**src/rtl/hip_delay.sv**
```systemverilog
module hip_delay #(
  parameter int W = 8,
  parameter int D = 4
) (
  input  logic         clk,
  input  logic         rst,
  input  logic         en,
  input  logic         vin,
  input  logic [W-1:0] din,
  output logic         vout,
  output logic [W-1:0] dout
);

  logic [D-1:0] v;
  logic [W-1:0] d [D];

  always_ff @(posedge clk) begin
    if (rst) begin
      v <= '0;
    end else if (en) begin
      v[0] <= vin;
      for (int i = 1; i < D; i++) begin
        v[i] <= v[i-1];
      end
    end
  end

  always_ff @(posedge clk) begin
    if (en) begin
      d[0] <= din;
      for (int i = 1; i < D; i++) begin
        d[i] <= d[i-1];
      end
    end
  end

  assign vout = v[D-1];
  assign dout = d[D-1];

endmodule

```
**config.mk**
```make
export PLATFORM = sky130hd
export DESIGN_NAME = hip_delay
export DESIGN_NICKNAME = d
export VERILOG_FILES = /design/src/rtl/hip_delay.sv
export SDC_FILE = /design/constraint.sdc
export NUM_CORES = 1
export LEC_CHECK = 0
export BUFFER_PORTS_ARGS = -buffer_cell sky130_fd_sc_hd__clkbuf_2
export CAP_MARGIN = 20
export CORE_MARGIN = 3
export CORE_UTILIZATION = 45
export CTS_CLUSTER_DIAMETER = 60
export DETAILED_ROUTE_END_ITERATION = 7
export PLACE_DENSITY_LB_ADDON = 0.15
export SLEW_MARGIN = 30
export SYNTH_ARGS = -nofsm -noshare
export SYNTH_HDL_FRONTEND = slang
export SYNTH_SLANG_ARGS = --single-unit
```
**constraint.sdc**
```tcl
create_clock -name clk -period 0.8 [get_ports clk]
set_input_delay 0.08 -clock clk [delete_from_list [all_inputs] [get_ports clk]]
set_output_delay 0.08 -clock clk [all_outputs]
set_load 0.02 [all_outputs]
```
**Yosys cells after proc, flatten, opt, wreduce, memory -nomap -nowiden**

Memories as Yosys holds them, arrays and structs flattened.
Cells that the tools add are included.

- RAM bits: 32
- Register bits after elaboration: 4
- Memories: 1
- Output and inout bits: 9
- Word-level logic and storage cells: 4
- Input bits: 12

Memories:

| memory | depth | width | read ports | clocked after memory_dff | wr ports | line | RTL |
|---|---|---|---|---|---|---|---|
| d | 4 | 8 | 4 | 0 | 4 | 15 | `logic [W-1:0] d [D];` |

- Multiplexer cells: 2

Operator list:

| operator | count |
|---|---|
| two-way mux 1 bit | 2 |

**Depth between registers and ports, before layout**

- Word-level depth: 2
- Gate-level depth with buffers: 3
- Gate-level depth less buffers: 2

**Worst setup path before layout**

No wires, ideal clock.

- Path kind: register -> register
- Start: reg v[3] (netlist name)
- End: reg v[3]
- Required time: 736 ps
- Setup time: 64 ps
- Data arrival time: 581 ps
- Clock period less this slack: 645 ps
- Buffers on the path: 0
- Stages on the path, launching flop included: 3
- Path slack: 155 ps
- Cells stage by stage: dfxtp_1 > mux2i_1 > nor2_1

RTL lines:

| element | line | RTL |
|---|---|---|
| end signal: indexed assignment | 23 | `v[i] <= v[i-1];` |
| end: declaration | 14 | `logic [D-1:0] v;` |

==> impl_metrics.csv <==
group,metric,value,unit
run_status,outcome,"finished with violations",
run_status,violations,"negative setup slack",
placed_design,gp_congestion,0.594,
finish,post-route-util,0.640,
sta,rsz0062_at_grt,"yes",
critical_path,cp.arrival,0.87,ns
critical_path,crit_family,"flip-flops",
critical_path,crit_path_end_kind,"output pin",
critical_path,cp_cell_sequence,"buf_2",
floorplan,die_height,55.5,microns
detailed_routing,drtPass1Iterations,4,
power,p_int,2.69,mW
finish,area_delta_synth_final,32.3,%
sta,setup_viol,9,
logic_synthesis,yosys.area.top_type_share,0.873,
power,p_seq_frac,0.658,
critical_path,crit_fanout,1,
power,power.share.clock,0.285,
critical_path,start_kind,"flip-flop",
cts,clkSinkCount,36,
detailed_routing,drc,0,
power,power.share.switching,0.195,
finish,nFillCells,164,
sta,drv_slew,0,
logic_synthesis,synth.most_common_cell,"edfxtp_1",
power,combPwrFrac,0.057,
cts,htreeDepth,2,
floorplan,die_area,3080,sq um
sta,hold_ws,0.159,ns
detailed_routing,via_count,498,
sta,fmax,1060,MHz
logic_synthesis,synth_flop_cell,"edfxtp_1",
cts,cts.clk_slew.worst_paths,0.11,ns
sta,tightestPinTransition,0.126,ns
grt,track_usage,0.0968,
logic_synthesis,ys.warnings.count,0,
critical_path,path_class,"reg2out",
detailed_routing,routed_wl,1260,microns
floorplan,placementRows,17,
floorplan,initial_utilization,0.484,
cts,cts_setup_buffers,0,
sta,finalSetupTns,-1.04,ns
hold_path,hold_path_class,"in2reg",
finish,diodes,0,
finish,layout-drive-gt1-share,0.369,
floorplan,num_io_pins,21,
logic_synthesis,synth_cells,45,
floorplan,core-area,2280,sq um
critical_path,cpPeakStageDelay,0.38,ns
sta,finalCritPeriodShare,1.18,
grt,grt_pass1_wl,2080,microns
sta,finalWorstSetupSlack,-0.148,ns
sta,skew,0.0101,ns
detailed_routing,postRouteAntennaNets,0,
power,leakage,0.563,nW
logic_synthesis,ys_seq_area_frac,0.945,
power,p_sw,653,uW
sta,hold_viol,0,
detailed_routing,post_drt_wl_per_cell,11.2,microns
sta,finalCriticalPeriod,0.948,ns
cts,clock_latency,0.32,ns
grt,antenna_found_initial,0,
logic_synthesis,yosys.area.top_type,"edfxtp_1",
cts,cts_buffers,5,
power,ir_drop,1460,uV
cts,root_buffer,"clkbuf_4",
critical_path,path_buf_inv,1,
finish,final_nets,95,
power,p_per_area,2300,nW/um^2
detailed_routing,viasPerCell,4.45,
logic_synthesis,synth-async-reset-ratio,0,
grt,grt_pass1_vias,456,
logic_synthesis,synth_top_cells_by_count,"edfxtp_1, dfxtp_1, mux2i_1, nor2_1, clkbuf_2",
floorplan,fp.dieW,55.5,microns
critical_path,cp_data_required_time,0.72,ns
logic_synthesis,synth_area,1100,sq um
cts,clk_path_buf_depth,2,
job,drv_cap,0,
logic_synthesis,synth_edf_count,32,
logic_synthesis,avgSynthCellArea,24.5,sq um
grt,grt_max_degree,27,
critical_path,slowest_stage,"edfxtp_1",
logic_synthesis,ys_types,5,
cts,cts_tree,"yes",
sta,relSlewSlack,0.914,
grt,grt-ovfl-total,0,
critical_path,rrSetupSlack,0.17,ns
detailed_routing,first_iter_violations,8,
placed_design,dp.final_hpwl,702,microns
placed_design,portBuffers,20,
logic_synthesis,synthesis.nets,57,
logic_synthesis,ys_top_cells_by_area,"edfxtp_1, dfxtp_1, mux2i_1",
logic_synthesis,ys_ff_latch,36,
## cell families (layout without fill, tap and decap cells)
family | Yosys count | count (layout) | synth area share
buf+inv | 1 | 40 | 0.00454
mux | 4 | 4 | 0.0364
flops | 36 | 36 | 0.945
simple gates | 4 | 4 | 0.0136
## per-stage QoR
step | total power, mW | worst slack, ns | instance area [sq um] | std cells
floorplan | 2.29 | 0.155 | 1100 | 45
global placement | 2.39 | 0.0784 | 1270 | 94
detailed placement | 2.39 | 0.0714 | 1270 | 94
CTS | 3.38 | -0.180 | 1440 | 112
global route | 3.52 | -0.218 | 1460 | 112
finish | 3.35 | -0.148 | 1460 | 112
## layout make-up
type,instances,area [sq um],area share
multi-input combinational,8,55.1,0.0378
clock buffer,6,51.3,0.0352
clock inverter,2,10.0,0.00687
tap,28,35.0,0.0241
sequential,36,1040,0.716
timing repair buffer,32,263,0.180
## layout by cell type (no fill, tap or decap)
| cell | netlist | final |
|---|---|---|
| buf_6 | 0 | 2 |
| edfxtp_1 | 32 | 32 |
| buf_12 | 0 | 2 |
| mux2i_1 | 4 | 4 |
| buf_8 | 0 | 1 |
| clkinv_2 | 0 | 2 |
| clkbuf_2 | 1 | 11 |
| buf_2 | 0 | 6 |
| clkbuf_4 | 0 | 5 |
| dfxtp_2 | 0 | 1 |
| dfxtp_1 | 4 | 3 |
| clkbuf_8 | 0 | 1 |
| nor2_1 | 4 | 4 |
| dlygate4sd3_1 | 0 | 10 |
## power by group through the flow
stage	combinational, mW	sequential [mW]	clock (mW)
CTS	0.185	2.21	0.994
finish	0.190	2.20	0.953
global route	0.205	2.21	1.10
global placement	0.144	2.24	0
detailed placement	0.146	2.25	0
floorplan	0.0162	2.27	0
## registers in the layout, indices dropped and copies added, names as in the netlist
signal,cells
d,32
v,4
## layer usage
layer | GRT usage | vias up | part of all wire
met2 | 0.135 | 20 | 0.52
met3 | 0.0561 | 5 | 0.084
met5 | 0 | - | 0
met1 | 0.103 | 225 | 0.38
met4 | 0.0833 | 0 | 0.023
li1 | - | 248 | -
## timing repair
| action | CTS | global route |
|---|---|---|
| hold endpoints to repair | 12 | 0 |
| hold buffers | 10 | 0 |
| pin swaps | 0 | 0 |
| resized for setup | 3 | 13 |
| setup endpoints to repair | 9 | 9 |
## final timing paths
| check | endpoint | depth (start not counted) | from |
|---|---|---|---|
| setup / recovery | dout[5] | 1 | d[3][5] |
| hold / removal | d[0][4] | 2 | en |
| setup reg to reg | d[3][0] | 0 | d[2][0] |
| hold reg to reg | d[3][6] | 0 | d[2][6] |
(Power assumes the default switching activity.)
