File: config.mk
export PLATFORM = sky130hd
export DESIGN_NAME = hip_cordic
export DESIGN_NICKNAME = d
export VERILOG_FILES = /design/src/rtl/hip_pkg.sv /design/src/rtl/hip_cordic.sv
export SDC_FILE = /design/constraint.sdc
export NUM_CORES = 2
export LEC_CHECK = 0
export BUFFER_PORTS_ARGS = -buffer_cell sky130_fd_sc_hd__buf_2
export CORE_MARGIN = 1
export CORE_UTILIZATION = 60
export CTS_CLUSTER_SIZE = 10
export DETAILED_ROUTE_END_ITERATION = 8
export HOLD_SLACK_MARGIN = 0.05
export PLACE_DENSITY = 0.87
export SLEW_MARGIN = 5
export SYNTH_ARGS = -nofsm -noshare
export SYNTH_HDL_FRONTEND = slang
export SYNTH_SLANG_ARGS = --single-unit
File: constraint.sdc
create_clock -name clk -period 6.73 [get_ports clk]
set_input_delay 0.3365 -clock clk [delete_from_list [all_inputs] [get_ports clk]]
set_output_delay 0.3365 -clock clk [all_outputs]
set_load 0.03 [all_outputs]
File: src/rtl/hip_pkg.sv
package hip_pkg;

  localparam int COORD_WIDTH_DEF   = 16;
  localparam int CORDIC_STAGES_DEF = 16;

  localparam int ROOT_W = 31;          // square roots carry 30 fraction bits
  localparam int RAD_W  = 2 * ROOT_W;  // radicand width
  localparam int CX_W   = 34;          // CORDIC x/y datapath
  localparam int ANG_W  = 32;          // CORDIC angle, 30 fraction bits

  localparam int LON_W   = 16;
  localparam int LAT_W   = 15;
  localparam int LON_MAX = 25736;
  localparam int LAT_MAX = 12868;
  localparam int OUT_SHIFT = 17;       // 30 -> 13 fraction bits

  // floor(atan(2^-i) * 2^30)
  function automatic logic [ANG_W-1:0] atan_entry(input int i);
    logic [ANG_W-1:0] v;
    case (i)
      0:  v = 32'd843314856;
      1:  v = 32'd497837829;
      2:  v = 32'd263043836;
      3:  v = 32'd133525158;
      4:  v = 32'd67021686;
      5:  v = 32'd33543515;
      6:  v = 32'd16775850;
      7:  v = 32'd8388437;
      8:  v = 32'd4194282;
      9:  v = 32'd2097149;
      10: v = 32'd1048575;
      11: v = 32'd524287;
      12: v = 32'd262143;
      13: v = 32'd131071;
      14: v = 32'd65535;
      15: v = 32'd32767;
      16: v = 32'd16383;
      17: v = 32'd8191;
      18: v = 32'd4095;
      19: v = 32'd2047;
      20: v = 32'd1023;
      21: v = 32'd511;
      22: v = 32'd255;
      23: v = 32'd127;
      default: v = '0;
    endcase
    return v;
  endfunction

endpackage

File: src/rtl/hip_cordic.sv
// Vectoring CORDIC, one stage per micro-rotation, no gain correction.
module hip_cordic #(
  parameter int STAGES = 16
) (
  input  logic                             clk,
  input  logic                             en,
  input  logic signed [hip_pkg::CX_W-1:0]  cx,
  input  logic signed [hip_pkg::CX_W-1:0]  cy,
  output logic signed [hip_pkg::ANG_W-1:0] ang
);
  import hip_pkg::*;

  logic signed [CX_W-1:0]  x_q [STAGES];
  logic signed [CX_W-1:0]  y_q [STAGES];
  logic signed [ANG_W-1:0] a_q [STAGES];

  for (genvar i = 0; i < STAGES; i++) begin : g_stage
    logic signed [CX_W-1:0]  x_in, y_in, dx, dy;
    logic signed [ANG_W-1:0] a_in, step;

    if (i == 0) begin : g_first
      assign x_in = cx;
      assign y_in = cy;
      assign a_in = '0;
    end else begin : g_next
      assign x_in = x_q[i-1];
      assign y_in = y_q[i-1];
      assign a_in = a_q[i-1];
    end

    assign dx   = y_in >>> i;
    assign dy   = x_in >>> i;
    assign step = $signed(atan_entry(i));

    always_ff @(posedge clk) begin
      if (en) begin
        a_q[i] <= y_in[CX_W-1] ? (a_in - step) : (a_in + step);
      end
    end

    if (i < STAGES - 1) begin : g_xy
      always_ff @(posedge clk) begin
        if (en) begin
          if (!y_in[CX_W-1]) begin
            x_q[i] <= x_in + dx;
            y_q[i] <= y_in - dy;
          end else begin
            x_q[i] <= x_in - dx;
            y_q[i] <= y_in + dy;
          end
        end
      end
    end else begin : g_noxy
      assign x_q[i] = '0;
      assign y_q[i] = '0;
    end
  end

  assign ang = a_q[STAGES-1];

endmodule

== After elaboration in Yosys (flattened, before gate mapping) ==
Memory sizes are Yosys's and may differ from the RTL's.
Index checks and enable logic that the tools add are counted.

* Bits in registers: 986
* Bits in latches: 0
* Memory bits (writable): 512
* ROM bits: 0
* Input bits: 70
* Memories kept: 1

* $add $sub $neg: 87
* $mul: 0
* Div/mod/pow operators: 0
* Order comparisons: 0
* Eq/ne operators: 0
* Shifts and indexed selects: 0
* Multiplexer cells: 47
* Bitwise operators: 0
* Reduce and logical (&&, ||, !) cells: 0

{| class="wikitable"
|+ Memory list
! name !! words !! width !! read ports !! clocked after memory_dff !! wr ports !! line !! RTL
|-
| a_q || 16 || 32 || 16 || 0 || 16 || hip_cordic.sv:15 || <nowiki>logic signed [ANG_W-1:0] a_q [STAGES];</nowiki>
|}

{| class="wikitable"
|+ Operators by type and width
! operator !! number
|-
| $mux W34 || 29
|-
| $mux W32 || 16
|-
| $add A34 B21 Y34 || 2
|-
| $add A34 B22 Y34 || 2
|-
| $add A34 B23 Y34 || 2
|-
| $add A34 B24 Y34 || 2
|-
| $add A34 B25 Y34 || 2
|-
| $add A34 B26 Y34 || 2
|-
| $add A34 B27 Y34 || 2
|-
| $add A34 B28 Y34 || 2
|-
| $add A34 B29 Y34 || 2
|-
| $add A34 B30 Y34 || 2
|-
| $add A34 B31 Y34 || 2
|-
| $add A34 B32 Y34 || 2
|-
| $add A34 B33 Y34 || 2
|-
| $sub A34 B21 Y34 || 2
|-
| $sub A34 B22 Y34 || 2
|-
| $sub A34 B23 Y34 || 2
|-
| $sub A34 B24 Y34 || 2
|-
| $sub A34 B25 Y34 || 2
|-
| $sub A34 B26 Y34 || 2
|-
| $sub A34 B27 Y34 || 2
|-
| $sub A34 B28 Y34 || 2
|-
| $sub A34 B29 Y34 || 2
|-
| other kinds (39) || 45
|}

== Logic depth before layout (Yosys ltp) ==
An unclocked memory read counts as a cell.

* Depth after elaboration: 3
* Mapped depth: 22
* Depth with buffers taken out: 22

== Worst setup path after synthesis ==
OpenSTA, ideal clock, no wires.

* Path kind: register to register
* Start point: register y_q (netlist bit g_stage[12].y_in[12])
* End point: register x_q (netlist bit g_stage[13].x_in[31]) (data pin)
* Arrival time: 4,598 ps
* Required time: 6,572 ps
* Slack: 1,974 ps
* Stages on the path, launching flop included: 22
* Path buffers: 0
* Period minus slack after synthesis: 4,756 ps
* Cells stage by stage: edfxtp_1 inv_1 ha_1 nand2_1 nor3_1 nand2b_1 or4_1 nor4_1 a21oi_1 xnor2_1 ha_1 a21o_1 a21o_1 a21o_1 a21o_1 a21o_1 a21o_1 a21oi_1 o21ai_0 a2111oi_0 o311ai_0 o211ai_1

* Longest elaborated chain between the ends: 2

{| class="wikitable"
|+ RTL lines
! what !! line !! RTL
|-
| start, declared || hip_cordic.sv:14 || <nowiki>logic signed [CX_W-1:0] y_q [STAGES];</nowiki>
|-
| start signal, assigned by index || hip_cordic.sv:46 || <nowiki>y_q[i] <= y_in - dy;</nowiki>
|-
| start signal, assigned by index || hip_cordic.sv:49 || <nowiki>y_q[i] <= y_in + dy;</nowiki>
|-
| $add A34 B22 Y34 / $sub A34 B22 Y34 (equally long branches) || hip_cordic.sv:45, hip_cordic.sv:48 ||
|-
| $mux W34 (*) || hip_cordic.sv:44 || <nowiki>if (!y_in[CX_W-1]) begin</nowiki>
|-
| end signal, assigned by index || hip_cordic.sv:45 || <nowiki>x_q[i] <= x_in + dx;</nowiki>
|-
| end signal, assigned by index || hip_cordic.sv:48 || <nowiki>x_q[i] <= x_in - dx;</nowiki>
|-
| end, declared || hip_cordic.sv:13 || <nowiki>logic signed [CX_W-1:0] x_q [STAGES];</nowiki>
|}

Mark *: on every way between the ends. The rest lies on a longest branch, timed or not.
A chain may end at the register's enable or synchronous reset.

== Worst setup path in the final report ==
* Start point: register x_q (netlist bit g_stage[3].x_in[5])
* End point: register y_q (netlist bit g_stage[4].y_in[32]) (data pin)

* Longest elaborated chain between the ends: 2

{| class="wikitable"
|+ RTL lines
! what !! line
|-
| $sub A34 B31 Y34 / $add A34 B31 Y34 (equally long branches) || hip_cordic.sv:46, hip_cordic.sv:49
|-
| $mux W34 (*) || hip_cordic.sv:44
|}

Marked as above.

==> run_results.csv <==
group,metric,value,unit
placed_design,io_buffers,100,
logic_synthesis,ys_seq_elements,1403,
logic_synthesis,synthTopCellsByArea,"edfxtp_1 34%, ha_1 15%, xnor2_1 8.5%",
clocking,clock-sinks,1403,
clocking,cts_hold_buf,7,
logic_synthesis,synth_xor_area_frac,0.130,
timing,finalClockSkew,0.0496,ns
drt,wl_per_cell,19.4,µm
timing,min_period,5.40,ns
finish,fin_nets,14900,
floorplanning,core_area,205000,µm²
floorplanning,initial_core_util,0.605,
finish,fin_util,0.645,
logic_synthesis,synth_cell_type_count,98,
hold_path,min_path_cells,4,
critical_path,end_kind,"flip-flop",
critical_path,crit_chain,"nor2_1 -> nor4b_1 -> nor3b_1 -> nand3b_1 -> o41ai_1 -> xnor2_1 -> ha_1 -> a21o_1 -> a21o_1 -> a21o_1 -> nor3_1 -> a211oi_1 -> o31ai_1 -> nand2b_1 -> nand2_1 -> o21ai_0 -> a311oi_1 -> xnor2_1",
clocking,cts_setup_buffers,0,
critical_path,cp_data_arrival_time,6.01,ns
finish,synthToLayoutAreaGrowth,6.63,%
logic_synthesis,synth_nets,14800,
timing,setup_tns,0,ns
timing,rsz0062_at_grt,"no",
clocking,clockBufferDepth,3,
critical_path,crit_type,"reg2reg",
logic_synthesis,yosys_warnings,0,
grt,grt_pass1_vias,97100,
logic_synthesis,synth_compound_area_frac,0.209,
logic_synthesis,netlist.area_leader.share,0.340,
logic_synthesis,synth_ff_type,"edfxtp_1",
drt,num_vias,102000,
floorplanning,die_w,457,µm
critical_path,required,7.34,ns
finish,layout.cells.non_filler,16100,
critical_path,r2r_end,"g_stage[4].y_in[32]",
logic_synthesis,yosys.area.top_type,"edfxtp_1",
clocking,cts_inserted_buffers,169,
drt,routed_wl,313000,µm
logic_synthesis,synth_cells,13300,
placed_design,place_hpwl,240000,µm
logic_synthesis,async_reset_ff_frac,0,
logic_synthesis,synth_edf_count,1403,
logic_synthesis,synth_top_family_by_area,"compound AO/OA/AOI/OAI gates",
critical_path,cp-startpoint,"g_stage[3].x_in[5]",
floorplanning,dieArea,208000,µm²
clocking,cts_resized,0,
logic_synthesis,synth_mux_area_frac,0.00591,
grt,gr-total-overflow,0,
logic_synthesis,syn_avg_cell_area,9.34,µm²
timing,fmax,0.185,GHz
grt,grt_first_pass_wirelength,502000,µm
grt,track_usage,0.291,
drt,initialDrtViolationCount,10300,
drt,vias_per_cell,6.34,
critical_path,crit_top_cell,"a21o_1",
logic_synthesis,synthSimpleGateAreaFrac,0.135,
placed_design,dp.cells,15900,
timing,relSlewSlack,0.0657,
timing,slew_violations,0,
floorplanning,fp.dieH,457,µm
timing,period_share,0.802,
clocking,htreeDepth,4,
critical_path,cpPeakStageDelay,0.65,ns
clocking,cts_root_buf,"clkbuf_16",
drt,antenna_left,0,
timing,setup_violations,0,
flow_run,drv_cap,0,
hold_path,min_path_type,"in2reg",
critical_path,r2r-start,"g_stage[3].x_in[5]",
drt,dr.pass1.iters,8,
logic_synthesis,synth_seq_area_share,0.340,
critical_path,path_buf_inv,0,
critical_path,crit_family,"compound AO/OA/AOI/OAI gates",
logic_synthesis,synthesis.area,124000,µm²
floorplanning,pin_count,102,
timing,hold_viol,0,
drt,drc,0,
critical_path,startpoint_type,"flip-flop",
clocking,insertion_delay,0.86,ns
outcome,status,"complete, no violations",
hold_path,whs_endpoint,"g_stage[1].y_in[5]",
grt,grt_antenna_before_repair,2,
grt,grt_start_max_net_pins,188,
timing,tightest_slew,1.38,ns
critical_path,slowest_stage,"nor3b_1",
placed_design,gp_congestion,0.992,
critical_path,reg2reg_depth,18,
logic_synthesis,yosys.area_share.adder,0.152,
critical_path,r2r_slack,1.33,ns
finish,drive_gt1_frac,0.0378,
clocking,cts_tree,"done",
hold_path,hold_path.startpoint,"cy[4]",
clocking,clk_pin_slew,0.06,ns
floorplanning,rows,166,
critical_path,crit_fanout,5,
worst max-delay path by stage:
stage	endpoint	cells past startpoint	slack, ns
floorplan	g_stage[13].x_in[31]	21	1.97
global placement	g_stage[7].x_in[30]	16	1.61
detailed placement	g_stage[11].y_in[30]	17	1.52
CTS	g_stage[4].y_in[32]	18	1.48
global route	g_stage[2].y_in[30]	22	0.89
finish	g_stage[4].y_in[32]	18	1.33
sequential cells by signal, indices dropped and copies added (netlist names):
signal        count
g_stage.y_in    476
a_q             465
g_stage.x_in    462
synthesized netlist by cell type (48+ instances only):
| cell | count |
|---|---|
| o211ai_1 | 71 |
| inv_1 | 607 |
| o21bai_1 | 184 |
| xor2_1 | 650 |
| or3_1 | 88 |
| nand2b_1 | 184 |
| nand4_1 | 91 |
| a31oi_1 | 157 |
| o21a_1 | 213 |
| nor2b_1 | 194 |
| and3_1 | 115 |
| nor4_1 | 99 |
| o31ai_1 | 68 |
| edfxtp_1 | 1403 |
| nand3_1 | 228 |
| clkbuf_1 | 180 |
| o21ai_0 | 696 |
| a211oi_1 | 100 |
| a21oi_1 | 1464 |
| nand2_1 | 647 |
| and2_1 | 75 |
| nor3_1 | 331 |
| a21o_1 | 634 |
| xnor2_1 | 1197 |
| nor2_1 | 1240 |
| ha_1 | 1446 |
| o41ai_1 | 48 |
cell usage in the layout (no fill, tap or decap), types with 71 or more instances in the layout:
master     count
edfxtp_1    1403
o211ai_1      71
a21oi_1     1464
nor4_1        99
xor2_1       650
clkbuf_16    169
o21ai_0      696
o21a_1       213
inv_1        607
a31oi_1      157
o21bai_1     184
nor2_1      1240
nand4_1       91
nor3_1       331
nand2b_1     184
and2_1        75
buf_2         99
or3_1         88
a211oi_1     100
nand3_1      228
ha_1        1446
nor2b_1      194
nand2_1      647
and3_1       115
a21o_1       634
xnor2_1     1197
metal layers:
metal  routed length [µm]  track usage  vias up
met1               129000        0.371    48200
li1                     -            -    49300
met4                13600        0.127        0
met2               148000        0.490     4030
met5                    0            0        -
met3                22800       0.0429      771
cells by family after synthesis:
kind of cell               after synthesis
AOI/OAI and AO/OA                     4106
and+or+nand+nor                       3500
xor gates and xnor gates              1847
adders and majority gates             1483
DFF                                   1403
buffers and inverters                  864
muxes                                   69
other                                    1
final cells by class:
type                            instances  area (µm²)
Clock inverter                         48         484
Antenna cell                            2        5.00
Inverter                              619        2320
Timing Repair Buffer                  164        1090
Fill cell                           15800       72800
Sequential cell                      1403       42100
Tap cell                             2688        3360
Clock buffer                          194        4320
Multi-Input combinational cell      11000       78500
worst min-delay path: stages:
cell and delay [ns]:
buf_2 0.10, ha_1 0.19, o31ai_1 0.10, xnor2_1 0.15
metrics by stage:
stage / area [µm²] / setup WS, ns / hold slack (ns)
6_report: 132000 / 1.33 / 0.137
5_1_grt: 132000 / 0.892 / 0.162
4_1_cts: 132000 / 1.48 / 0.0907
3_5_place_dp: 127000 / 1.52 / 0.470
3_3_place_gp: 127000 / 1.61 / 0.466
2_1_floorplan: 124000 / 1.97 / 0.400
Power is left out: the tool's default activity adds up to more than one toggle a clock period on the data nets, which glitch-free logic cannot reach.
